**src/design/h2rgb_pkg.sv**
```systemverilog
`timescale 1ns / 1ps
`default_nettype none

package h2rgb_pkg;

  // Q16 fixed point: 1.0 is 65536, so a fraction takes 17 bits.
  localparam int FxW = 17;
  // Helper values may rise a hair above 1.0 after truncation.
  localparam int VW = 18;
  // Signed working width for sums and wraps.
  localparam int SW = 19;
  // Multiplier factor width: 6t on the rising slope and 6(2/3 - t) on the falling one.
  localparam int FW = 16;

  localparam logic [FxW-1:0] FxOne      = 17'd65536;
  localparam logic [FxW-1:0] FxHalf     = 17'd32768;
  localparam logic [FxW-1:0] FxThird    = 17'd21845;
  localparam logic [FxW-1:0] FxTwoThird = 17'd43690;
  // Thresholds of 6t < 1, 2t < 1 and 3t < 2, solved for integer t.
  localparam logic [FxW-1:0] RiseLimit  = 17'd10923;
  localparam logic [FxW-1:0] TopLimit   = 17'd32768;
  localparam logic [FxW-1:0] FallLimit  = 17'd43691;

  typedef enum logic [1:0] {
    REGION_RISE = 2'd0,
    REGION_TOP  = 2'd1,
    REGION_FALL = 2'd2,
    REGION_LOW  = 2'd3
  } region_t;

  typedef struct packed {
    region_t       region;
    logic [FW-1:0] factor;
  } pos_t;

  typedef struct packed {
    logic [VW-1:0]  v1;
    logic [VW-1:0]  v2;
    logic [VW-1:0]  d;
    logic [FxW-1:0] l;
    logic           grey;
  } mix_t;

  // Byte n to Q16, rounded to nearest: n*257 plus one for n of 128 and up.
  function automatic logic [FxW-1:0] byte_to_fx(input logic [7:0] n);
    logic [FxW-1:0] base;
    begin
      base = {1'b0, n, n};
      byte_to_fx = base + {16'd0, n[7]};
    end
  endfunction

  // Wrap a hue position into 0..1 and pick its segment of the channel curve.
  function automatic pos_t hue_pos(input logic signed [SW-1:0] t_in);
    logic signed [SW-1:0] t;
    logic signed [SW-1:0] r;
    logic signed [SW-1:0] f;
    logic [FxW-1:0]       tu;
    pos_t                 p;
    begin
      t = t_in;
      if (t < 0) begin
        t = t + $signed({2'b00, FxOne});
      end
      if (t > $signed({2'b00, FxOne})) begin
        t = t - $signed({2'b00, FxOne});
      end
      tu = t[FxW-1:0];
      r = $signed({2'b00, FxTwoThird}) - t;
      f = '0;
      if (tu < RiseLimit) begin
        p.region = REGION_RISE;
        f = (t <<< 2) + (t <<< 1);
      end else if (tu < TopLimit) begin
        p.region = REGION_TOP;
      end else if (tu < FallLimit) begin
        p.region = REGION_FALL;
        f = (r <<< 2) + (r <<< 1);
      end else begin
        p.region = REGION_LOW;
      end
      p.factor = f[FW-1:0];
      hue_pos = p;
    end
  endfunction

endpackage

`default_nettype wire

```
**src/design/h2rgb_front.sv**
```systemverilog
`timescale 1ns / 1ps
`default_nettype none

// Stages one to three: byte to Q16, the L*S product, then v1, v2 and the
// three hue positions.
module h2rgb_front (
  input  wire logic                clk,
  input  wire logic [2:0]          en,
  input  wire logic [7:0]          hue,
  input  wire logic [7:0]          saturation,
  input  wire logic [7:0]          lightness,
  output h2rgb_pkg::mix_t          mix,
  output h2rgb_pkg::pos_t          pos_r,
  output h2rgb_pkg::pos_t          pos_g,
  output h2rgb_pkg::pos_t          pos_b
);

  logic [h2rgb_pkg::FxW-1:0] h1, s1, l1;
  logic                      grey1;
  logic [h2rgb_pkg::FxW-1:0] h2, s2, l2, ls2;
  logic                      grey2;
  logic [2*h2rgb_pkg::FxW-1:0] prod_ls;

  logic signed [h2rgb_pkg::SW-1:0] hs, ls_s, ss, lls, v2s, v1s, ds;
  h2rgb_pkg::mix_t mix_next;

  always_ff @(posedge clk) begin
    if (en[0]) begin
      h1    <= h2rgb_pkg::byte_to_fx(hue);
      s1    <= h2rgb_pkg::byte_to_fx(saturation);
      l1    <= h2rgb_pkg::byte_to_fx(lightness);
      grey1 <= (saturation == 8'd0);
    end
  end

  assign prod_ls = l1 * s1;

  always_ff @(posedge clk) begin
    if (en[1]) begin
      h2    <= h1;
      s2    <= s1;
      l2    <= l1;
      ls2   <= prod_ls[16 +: h2rgb_pkg::FxW];
      grey2 <= grey1;
    end
  end

  always_comb begin
    hs   = $signed({2'b00, h2});
    lls  = $signed({2'b00, l2});
    ss   = $signed({2'b00, s2});
    ls_s = $signed({2'b00, ls2});
    if (l2 < h2rgb_pkg::FxHalf) begin
      v2s = lls + ls_s;
    end else begin
      v2s = lls + ss - ls_s;
    end
    v1s = (lls <<< 1) - v2s;
    if (v1s < 0) begin
      v1s = '0;
    end
    ds = v2s - v1s;
    if (ds < 0) begin
      ds = '0;
    end
    mix_next.v1   = v1s[h2rgb_pkg::VW-1:0];
    mix_next.v2   = v2s[h2rgb_pkg::VW-1:0];
    mix_next.d    = ds[h2rgb_pkg::VW-1:0];
    mix_next.l    = l2;
    mix_next.grey = grey2;
  end

  always_ff @(posedge clk) begin
    if (en[2]) begin
      mix   <= mix_next;
      pos_r <= h2rgb_pkg::hue_pos(hs + $signed({2'b00, h2rgb_pkg::FxThird}));
      pos_g <= h2rgb_pkg::hue_pos(hs);
      pos_b <= h2rgb_pkg::hue_pos(hs - $signed({2'b00, h2rgb_pkg::FxThird}));
    end
  end

endmodule

`default_nettype wire

```
**src/design/h2rgb_channel.sv**
```systemverilog
`timescale 1ns / 1ps
`default_nettype none

// Stages four to six of one color channel: slope product, segment select,
// then scaling by 255 with truncation and clamping.
module h2rgb_channel (
  input  wire logic            clk,
  input  wire logic [2:0]      en,
  input  wire h2rgb_pkg::mix_t mix,
  input  wire h2rgb_pkg::pos_t pos,
  output logic [7:0]           chan
);

  localparam int PW = h2rgb_pkg::VW + h2rgb_pkg::FW;
  localparam int CW = h2rgb_pkg::VW + 8;

  logic [PW-1:0]              prod;
  logic [h2rgb_pkg::VW-1:0]   slope4;
  h2rgb_pkg::mix_t            mix4;
  h2rgb_pkg::region_t         region4;
  logic [h2rgb_pkg::VW-1:0]   c_next;
  logic [h2rgb_pkg::VW-1:0]   c5;
  logic [CW-1:0]              scaled;
  logic [CW-17:0]             whole;

  assign prod = mix.d * pos.factor;

  always_ff @(posedge clk) begin
    if (en[0]) begin
      slope4  <= prod[PW-1:16];
      mix4    <= mix;
      region4 <= pos.region;
    end
  end

  always_comb begin
    case (region4)
      h2rgb_pkg::REGION_RISE: c_next = mix4.v1 + slope4;
      h2rgb_pkg::REGION_TOP:  c_next = mix4.v2;
      h2rgb_pkg::REGION_FALL: c_next = mix4.v1 + slope4;
      h2rgb_pkg::REGION_LOW:  c_next = mix4.v1;
      default:                c_next = mix4.v1;
    endcase
    if (mix4.grey) begin
      c_next = {1'b0, mix4.l};
    end
  end

  always_ff @(posedge clk) begin
    if (en[1]) begin
      c5 <= c_next;
    end
  end

  assign scaled = {c5, 8'd0} - {8'd0, c5};
  assign whole  = scaled[CW-1:16];

  always_ff @(posedge clk) begin
    if (en[2]) begin
      chan <= (whole > 10'd255) ? 8'd255 : whole[7:0];
    end
  end

endmodule

`default_nettype wire

```
**src/design/hsl_to_rgb24_pixel.sv**
```systemverilog
`timescale 1ns / 1ps
`default_nettype none

// HSL to RGB24 pixel converter.
//
// Each item on the slave stream (s_tvalid, s_tready, s_tdata) is one pixel
// given as hue, saturation and lightness bytes, each a fraction n/255. Each
// item on the master stream (m_tvalid, m_tready, m_tdata) is the matching
// pixel as red, green and blue bytes, in the same order as the inputs.
//
// The datapath is a six stage pipeline: byte to Q16 conversion, the L*S
// multiply, the v1/v2 helpers and hue positions, the per-channel slope
// multiply, the segment select, and the scale by 255 into the output
// register. One item is accepted every cycle while the receiver keeps
// m_tready high.
//
// Every stage has its own valid bit and loads whenever it is empty or the
// stage after it moves, so empty slots fill up while the receiver stalls and
// s_tready only falls once all six stages hold items. Nothing is dropped or
// repeated across a stall. Reset clears the valid bits only; the pipeline
// comes out of reset empty and ready.
module hsl_to_rgb24_pixel (
  input  wire logic        clk,
  input  wire logic        rst,
  input  wire logic        s_tvalid,
  output logic             s_tready,
  // Fields from bit 0: hue[7:0], saturation[15:8], lightness[23:16].
  input  wire logic [23:0] s_tdata,
  output logic             m_tvalid,
  input  wire logic        m_tready,
  // Fields from bit 0: red[7:0], green[15:8], blue[23:16].
  output logic [23:0]      m_tdata
);

  localparam int Stages = 6;

  logic [Stages-1:0] vld;
  logic [Stages-1:0] en;

  h2rgb_pkg::mix_t mix;
  h2rgb_pkg::pos_t pos_r, pos_g, pos_b;
  logic [7:0] red, green, blue;

  // A stage may load when it is empty or its contents move on this cycle.
  always_comb begin
    en[Stages-1] = !vld[Stages-1] || m_tready;
    for (int k = Stages - 2; k >= 0; k--) begin
      en[k] = !vld[k] || en[k+1];
    end
  end

  always_ff @(posedge clk) begin
    if (rst) begin
      vld <= '0;
    end else begin
      if (en[0]) begin
        vld[0] <= s_tvalid;
      end
      for (int k = 1; k < Stages; k++) begin
        if (en[k]) begin
          vld[k] <= vld[k-1];
        end
      end
    end
  end

  assign s_tready = en[0];
  assign m_tvalid = vld[Stages-1];
  assign m_tdata  = {blue, green, red};

  h2rgb_front u_front (
    .clk        (clk),
    .en         (en[2:0]),
    .hue        (s_tdata[7:0]),
    .saturation (s_tdata[15:8]),
    .lightness  (s_tdata[23:16]),
    .mix        (mix),
    .pos_r      (pos_r),
    .pos_g      (pos_g),
    .pos_b      (pos_b)
  );

  h2rgb_channel u_red (
    .clk  (clk),
    .en   (en[5:3]),
    .mix  (mix),
    .pos  (pos_r),
    .chan (red)
  );

  h2rgb_channel u_green (
    .clk  (clk),
    .en   (en[5:3]),
    .mix  (mix),
    .pos  (pos_g),
    .chan (green)
  );

  h2rgb_channel u_blue (
    .clk  (clk),
    .en   (en[5:3]),
    .mix  (mix),
    .pos  (pos_b),
    .chan (blue)
  );

  // An accepted item always lands in the first stage.
  a_accept_lands: assert property (@(posedge clk) disable iff (rst)
    s_tvalid && s_tready |=> vld[0])
    else $error("accepted item missing from first stage");

  // A receiver that is ready means the whole pipeline can move.
  a_ready_flow: assert property (@(posedge clk) disable iff (rst)
    m_tready |-> s_tready)
    else $error("input stalled while output is taken");

  // A held stage keeps its item through a stall.
  a_hold_mid: assert property (@(posedge clk) disable iff (rst)
    vld[2] && !en[2] |=> vld[2])
    else $error("stalled item lost in stage three");

  a_hold_out: assert property (@(posedge clk) disable iff (rst)
    m_tvalid && !m_tready |=> m_tvalid)
    else $error("stalled result lost at output");

endmodule

`default_nettype wire
```
**config.mk**
```make
export PLATFORM = sky130hd
export DESIGN_NAME = hsl_to_rgb24_pixel
export DESIGN_NICKNAME = d
export VERILOG_FILES = /design/src/design/h2rgb_pkg.sv /design/src/design/h2rgb_front.sv /design/src/design/h2rgb_channel.sv /design/src/design/hsl_to_rgb24_pixel.sv
export SDC_FILE = /design/constraint.sdc
export NUM_CORES = 2
export LEC_CHECK = 0
export ABC_AREA = 1
export BUFFER_PORTS_ARGS = -buffer_cell sky130_fd_sc_hd__buf_4
export CAP_MARGIN = 20
export CELL_PAD_IN_SITES_DETAIL_PLACEMENT = 1
export CELL_PAD_IN_SITES_GLOBAL_PLACEMENT = 2
export CORE_MARGIN = 2
export CORE_UTILIZATION = 37
export DETAILED_ROUTE_END_ITERATION = 10
export PLACE_DENSITY = 0.82
export SLEW_MARGIN = 25
export SYNTH_ARGS = -nofsm -noshare
export SYNTH_HDL_FRONTEND = slang
export SYNTH_SLANG_ARGS = --single-unit
```
**constraint.sdc**
```tcl
create_clock -name clk -period 9.65 [get_ports clk]
set_clock_uncertainty 0.15 [all_clocks]
set_input_delay 0 -clock clk [delete_from_list [all_inputs] [get_ports clk]]
set_output_delay 0 -clock clk [all_outputs]
set_load 0.01 [all_outputs]
```
## Word-level counts from Yosys, hierarchy flattened

Cells that the tools add are included.

- Input bits: 28
- Register bits after elaboration: 445

- $lt $le $gt $ge: 21
- Equal/unequal tests: 9
- Multiply operators: 4
- Add/sub/neg operators: 31
- Reduce and logical (&&, ||, !) cells: 22
- Mux-type cells: 35

Operator list:

| operator | count |
|---|---|
| 18-bit one-hot mux with 3 select lines | 3 |
| 17-bit two-way mux | 9 |
| 19-bit two-way mux | 8 |
| 16-bit two-way mux | 9 |
| 17-bit by 16-bit < comparator with 1-bit output (second input constant) | 7 |
| 18-bit by 16-bit multiplier with 34-bit output | 3 |
| 16-bit adder | 6 |
| 26-bit by 18-bit subtractor with 26-bit output | 3 |
| 19-bit by 18-bit > comparator with 1-bit output (second input constant) | 3 |
| 19-bit by 1-bit < comparator with 1-bit output (second input constant) | 3 |
| 18-bit adder | 3 |
| 16-bit by 1-bit adder with 17-bit output | 3 |
| 17-bit by 14-bit < comparator with 1-bit output (second input constant) | 3 |
| 17-bit subtractor (second input constant) | 3 |
| 15-bit subtractor (first input constant) | 3 |
| 19-bit subtractor | 2 |
| 17-bit by 17-bit adder with 18-bit output | 2 |
| 17-bit by 17-bit multiplier with 33-bit output | 1 |
| 10-bit by 8-bit > comparator with 1-bit output (second input constant) | 3 |
| 18-bit by 18-bit adder with 19-bit output (second input constant) | 1 |
| 19-bit by 18-bit adder with 19-bit output (second input constant) | 1 |
| 19-bit by 18-bit subtractor with 19-bit output | 1 |
| 17-bit by 15-bit adder with 18-bit output (second input constant) | 1 |
| 17-bit by 17-bit adder with 18-bit output (second input constant) | 1 |
| other kinds (11) | 40 |

## Logic depth before layout (Yosys ltp)

- Word-level depth: 14
- Depth in mapped cells: 47
- Mapped depth without buffers: 47

## Hierarchy

From an unflattened synthesis, not the netlist that was laid out.

- Cells, all modules: 9,479
- Area total of the unflattened synthesis: 75,346.0 µm²

Modules (own cells, without submodules):

| module | instances | area each (µm²) | cells an instance | seq. area each (µm²) |
|---|---|---|---|---|
| h2rgb_channel (u_blue ...) | 2 | 15,366.0 | 1,982 | 3,002.9 |
| h2rgb_front | 1 | 28,992.8 | 3,513 | 7,116.8 |
| h2rgb_channel (u_red) | 1 | 15,369.7 | 1,976 | 3,002.9 |
| hsl_to_rgb24_pixel | 1 | 251.5 | 26 | 120.1 |

## Least setup slack after synthesis

OpenSTA, ideal clock, no wires.

- Path kind: reg2reg
- Start: reg vld[5]
- End: reg u_front.grey2, enable pin
- Path slack: 0.405 ns
- Period minus slack after synthesis: 9.245 ns
- Data required time: 9.080 ns
- Path buffers: 0
- Stages on the path, launching flop included: 12
- Arrival: 8.675 ns
- Path through: dfxtp_1 -> inv_1 -> nor2_1 -> inv_1 -> nor2_1 -> inv_1 -> nor2_1 -> inv_1 -> nor2_1 -> inv_1 -> nor2_1 -> inv_1

- Cells in the longest elaborated chain, start to end: 6

Ends and longest elaborated chain:

| element | RTL line | RTL |
|---|---|---|
| start: declaration | hsl_to_rgb24_pixel.sv:37 | `logic [Stages-1:0] vld;` |
| start signal: indexed assignment | hsl_to_rgb24_pixel.sv:61 | `vld[k] <= vld[k-1];` |
| 1-bit logical NOT | hsl_to_rgb24_pixel.sv:46 | `en[Stages-1] = !vld[Stages-1] \|\| m_tready;` |
| 1-bit logical OR | hsl_to_rgb24_pixel.sv:46 |  |
| via en[5] | hsl_to_rgb24_pixel.sv:38 | `logic [Stages-1:0] en;` |
| 1-bit logical OR | hsl_to_rgb24_pixel.sv:48 | `en[k] = !vld[k] \|\| en[k+1];` |
| via en[4] | hsl_to_rgb24_pixel.sv:38 |  |
| 1-bit logical OR | hsl_to_rgb24_pixel.sv:48 |  |
| via en[3] | hsl_to_rgb24_pixel.sv:38 |  |
| 1-bit logical OR | hsl_to_rgb24_pixel.sv:48 |  |
| via en[2] | hsl_to_rgb24_pixel.sv:38 |  |
| 1-bit logical OR | hsl_to_rgb24_pixel.sv:48 |  |
| via en[1] | hsl_to_rgb24_pixel.sv:38 |  |
| end signal: assignment | h2rgb_front.sv:44 | `grey2 <= grey1;` |
| end: declaration | h2rgb_front.sv:21 | `logic grey2;` |

The timed path passes the listed nets, and every way through them passes these cells.
A chain may end at the register's enable or synchronous reset.

## Worst setup path after layout

- Start: reg u_front.l2[0] (netlist name)
- End: reg u_front.mix[22] (netlist name)

- Cells in the longest elaborated chain, start to end: 8

Ends and longest elaborated chain:

| element | RTL line | RTL |
|---|---|---|
| start: declaration | h2rgb_front.sv:20 | `logic [h2rgb_pkg::FxW-1:0] h2, s2, l2, ls2;` |
| start signal: assignment | h2rgb_front.sv:42 | `l2 <= l1;` |
| 17-bit by 17-bit adder with 18-bit output | h2rgb_front.sv:56 | `v2s = lls + ss - ls_s;` |
| 19-bit by 18-bit subtractor with 19-bit output | h2rgb_front.sv:56 |  |
| 19-bit two-way mux | h2rgb_front.sv:53 | `if (l2 < h2rgb_pkg::FxHalf) begin` |
| 19-bit subtractor * | h2rgb_front.sv:58 | `v1s = (lls <<< 1) - v2s;` |
| 19-bit by 1-bit < comparator with 1-bit output | h2rgb_front.sv:59 | `if (v1s < 0) begin` |
| 19-bit two-way mux * | h2rgb_front.sv:59 |  |
| via u_front.v1s (one bit) | h2rgb_front.sv:24 | `logic signed [h2rgb_pkg::SW-1:0] hs, ls_s, ss, lls, v2s, v1s, ds;` |
| 19-bit subtractor * | h2rgb_front.sv:62 | `ds = v2s - v1s;` |
| 19-bit by 1-bit < comparator with 1-bit output | h2rgb_front.sv:63 | `if (ds < 0) begin` |

Mark *: on every way through the listed nets, which the timed path passes. The rest lies on a longest branch.

==> results.json <==
{
  "maxCapViolations": 0,
  "grt_overflow": 0,
  "clock-sinks": 434,
  "cts_root_buffer": "clkbuf_16",
  "die_y_um": 428,
  "clk_pin_slew_worst_paths_ns": 0.07,
  "syn_inst": 8124,
  "core_area_um2": 179000,
  "grt_pass1_wl_um": 336000,
  "vias": 53300,
  "area_growth_syn_to_layout_pct": 7.62,
  "grt_pass1_vias": 58900,
  "hold_ws_ns": -0.0286,
  "synth_nets": 9766,
  "max_freq_mhz": 120,
  "final.min_clock_period_ns": 8.31,
  "viasPerCell": 5.09,
  "synth_top_area_share_pct": 25.6,
  "post-cts-setup-buffers": 0,
  "fin_setup_tns_ns": 0,
  "path_max_fanout": 18,
  "fill_cells": 21400,
  "drive_above_1_share_pct": 3.96,
  "yosysMostFrequentCell": "nand2_1",
  "peakVddDrop_uv": 421,
  "drt_iter0_drc": 2775,
  "rsz0062_at_grt": "false",
  "critPathTopFamily": "compound AO/OA/AOI/OAI gates",
  "synth_area_leaders": "fa_1 (26%), edfxtp_1 (19%), ha_1 (14%), nand2_1 (12%), inv_1 (10%)",
  "grt_max_degree": 67,
  "yosysSeqAreaShare_pct": 19.5,
  "ys_ff_latch": 434,
  "gr-usage-all-layers_pct": 23.3,
  "cpPeakStageDelay_ns": 0.49,
  "synth.avg_cell_area_um2": 8.19,
  "numCtsBuffers": 53,
  "dieWidth_um": 428,
  "synthFlopType": "edfxtp_1",
  "failed_checks": "hold timing",
  "port_buffers": 53,
  "worst_pin_slew_ns": 1.09,
  "start_kind": "register",
  "finalHoldViolCount": 1,
  "crit_buf_inv": 2,
  "nets": 9716,
  "cts.path.max_buffers": 3,
  "crit_type": "register to register",
  "setup_viol": 0,
  "initial_core_util_pct": 37.3,
  "cts-htree-levels": 2,
  "hp-class": "input pin to register",
  "drc": 0,
  "multi_input_area_um2": 45800,
  "ant_nets": 0,
  "crit_path_end_kind": "register",
  "cpMostUsedCell": "nand2_1",
  "crit_arrival_ns": 8.55,
  "register_area_um2": 13000,
  "num_rows": 155,
  "synth_edf_count": 428,
  "ys_types": 65,
  "place_congestion": 0.888,
  "cts_tree": "built",
  "async_flop_share_pct": 0,
  "wire_per_inst_um": 20.2,
  "die_area_um2": 183000,
  "dr.pass1.iters": 7,
  "status": "finished, violations left",
  "slew_headroom_pct": 27.6,
  "antenna_found_initial": 6,
  "io_pins": 54,
  "crit_path_top_delay_cell": "fa_1",
  "hpwlAfterDp_um": 171000,
  "wirelength_um": 212000,
  "synth_top_cell_by_area": "fa_1",
  "ys_warn_count": 0,
  "clock_latency_ns": 0.69,
  "final_max_slew_viol_count": 0,
  "power.density_nw_per_um2": 376,
  "finalCritPeriodShare_pct": 86.1,
  "netlist_area_um2": 66600,
  "crit_required_ns": 9.89,
  "p_leak_nw": 37.2,
  "synth_common_cells": "nand2_1 (2051), inv_1 (1772), fa_1 (852), ha_1 (762), a21oi_1 (440)"
}
==> worst reg2reg max path: cells and delay by family, from the launching register on <==
| family | cells | cell delay [ns] |
|---|---|---|
| XOR/XNOR | 2 | 0.27 |
| AO/OA/AOI/OAI | 12 | 2.83 |
| adder cells (fa/ha/maj) | 5 | 1.79 |
| flip-flops | 1 | 0.48 |
| AND/OR/NAND/NOR | 17 | 2.35 |
| buffers and inverters | 2 | 0.15 |
==> metrics by stage <==
stage / area, um2 / cells / setup slack [ns] / power (mW) / utilization, %
final: 71600 / 10500 / 1.34 / 26.9 / 40.1
after global placement: 69300 / 10300 / 1.63 / 24.3 / 38.8
after CTS: 71600 / 10500 / 1.35 / 27.2 / 40.1
after global routing: 71600 / 10500 / 0.494 / 29.9 / 40.1
after floorplan: 66600 / 8124 / 0.405 / 18.1 / -
after detailed placement: 69300 / 10300 / 1.50 / 25.0 / 38.8
==> final timing paths <==
kind / start / to / slack [ns] / cells after the start
worst max-delay path: u_front.l2[0] / u_front.mix[22] / 1.34 / 38
worst max register to register: u_front.l2[0] / u_front.mix[22] / 1.34 / 38
worst min-delay path: m_tready / vld[5] / -0.03 / 4
worst min register to register: u_front.mix[43] / u_red.mix4[43] / 0.27 / 0
==> power breakdown <==
group | internal [mW] | switching [mW] | total, mW
clock network | 1.19 | 0.896 | 2.08
logic | 7.27 | 13.3 | 20.6
registers | 3.27 | 0.984 | 4.25
==> cell families (layout without fill, tap and decap cells) <==
logic type	count (synthesis)	after routing	share of synthesized area, %
and+or+nand+nor	2800	2800	17.1
buffers and inverters	2059	2051	11.7
adders and majority gates	1614	1614	39.9
AOI/OAI and AO/OA	931	931	7.94
DFF	434	434	19.5
xor gates and xnor gates	285	285	3.83
other	1	5	0.00563
==> registers in the layout, summed over array words and instances, names as in the netlist, 16 cells and up <==
name,flops
u_front.l2,16
u_front.h1,16
u_front.pos_g,17
u_front.l1,16
u_red.mix4,52
u_front.mix,71
u_blue.c5,18
u_front.pos_r,17
u_green.slope4,18
u_red.c5,18
u_green.c5,18
u_front.h2,16
u_red.slope4,18
u_front.s2,16
u_blue.slope4,18
u_front.s1,16
u_front.ls2,17
u_front.pos_b,17
==> routing by layer <==
metal  up-vias  part of all wire [%]  track usage, %
li1      25000                     -               -
met1     27000                    45            31.2
met2       980                    48            40.4
met3       247                   3.8            2.02
met4         2                   2.7            5.87
met5         -                0.0094               0
==> cell usage in the layout, fill, tap and decap left out, drive strengths merged, types with 6 or more instances in the layout <==
master,netlist,final
buf,31,117
a21o,16,16
ha,762,762
dlygate4sd3,0,48
xor2,211,211
or2,19,19
nand4,48,48
a21oi,443,443
o211ai,23,23
a211oi,12,12
bufinv,0,6
clkinv,5,25
o31ai,8,8
a31oi,22,22
nor4,20,20
nand3b,10,10
o21a,25,25
xnor2,74,74
nor3,72,72
o21ai,281,281
o21bai,24,24
clkbuf,239,57
o2111ai,8,8
dfxtp,6,6
nor2,333,333
o22ai,9,9
nand2,2077,2077
o221ai,33,33
a21boi,10,10
nand3,213,213
a221oi,6,6
edfxtp,428,428
fa,852,852
inv,1784,1793
==> repair_timing <==
item,4_1_cts,5_1_grt
endpoints found under the hold margin,55,0
gates resized for setup,0,0
hold buffers,48,0
==> cell type report <==
cell class / count / share of cell area, %
timing repair buffer: 165 / 1.93
antenna: 4 / 0.0140
inverter: 1789 / 9.38
clock inverter: 40 / 0.638
multi-input combinational: 5631 / 63.9
clock buffer: 57 / 1.87
tap: 2355 / 4.11
sequential: 434 / 18.1
Note: power is estimated with default switching activity, not from simulation.
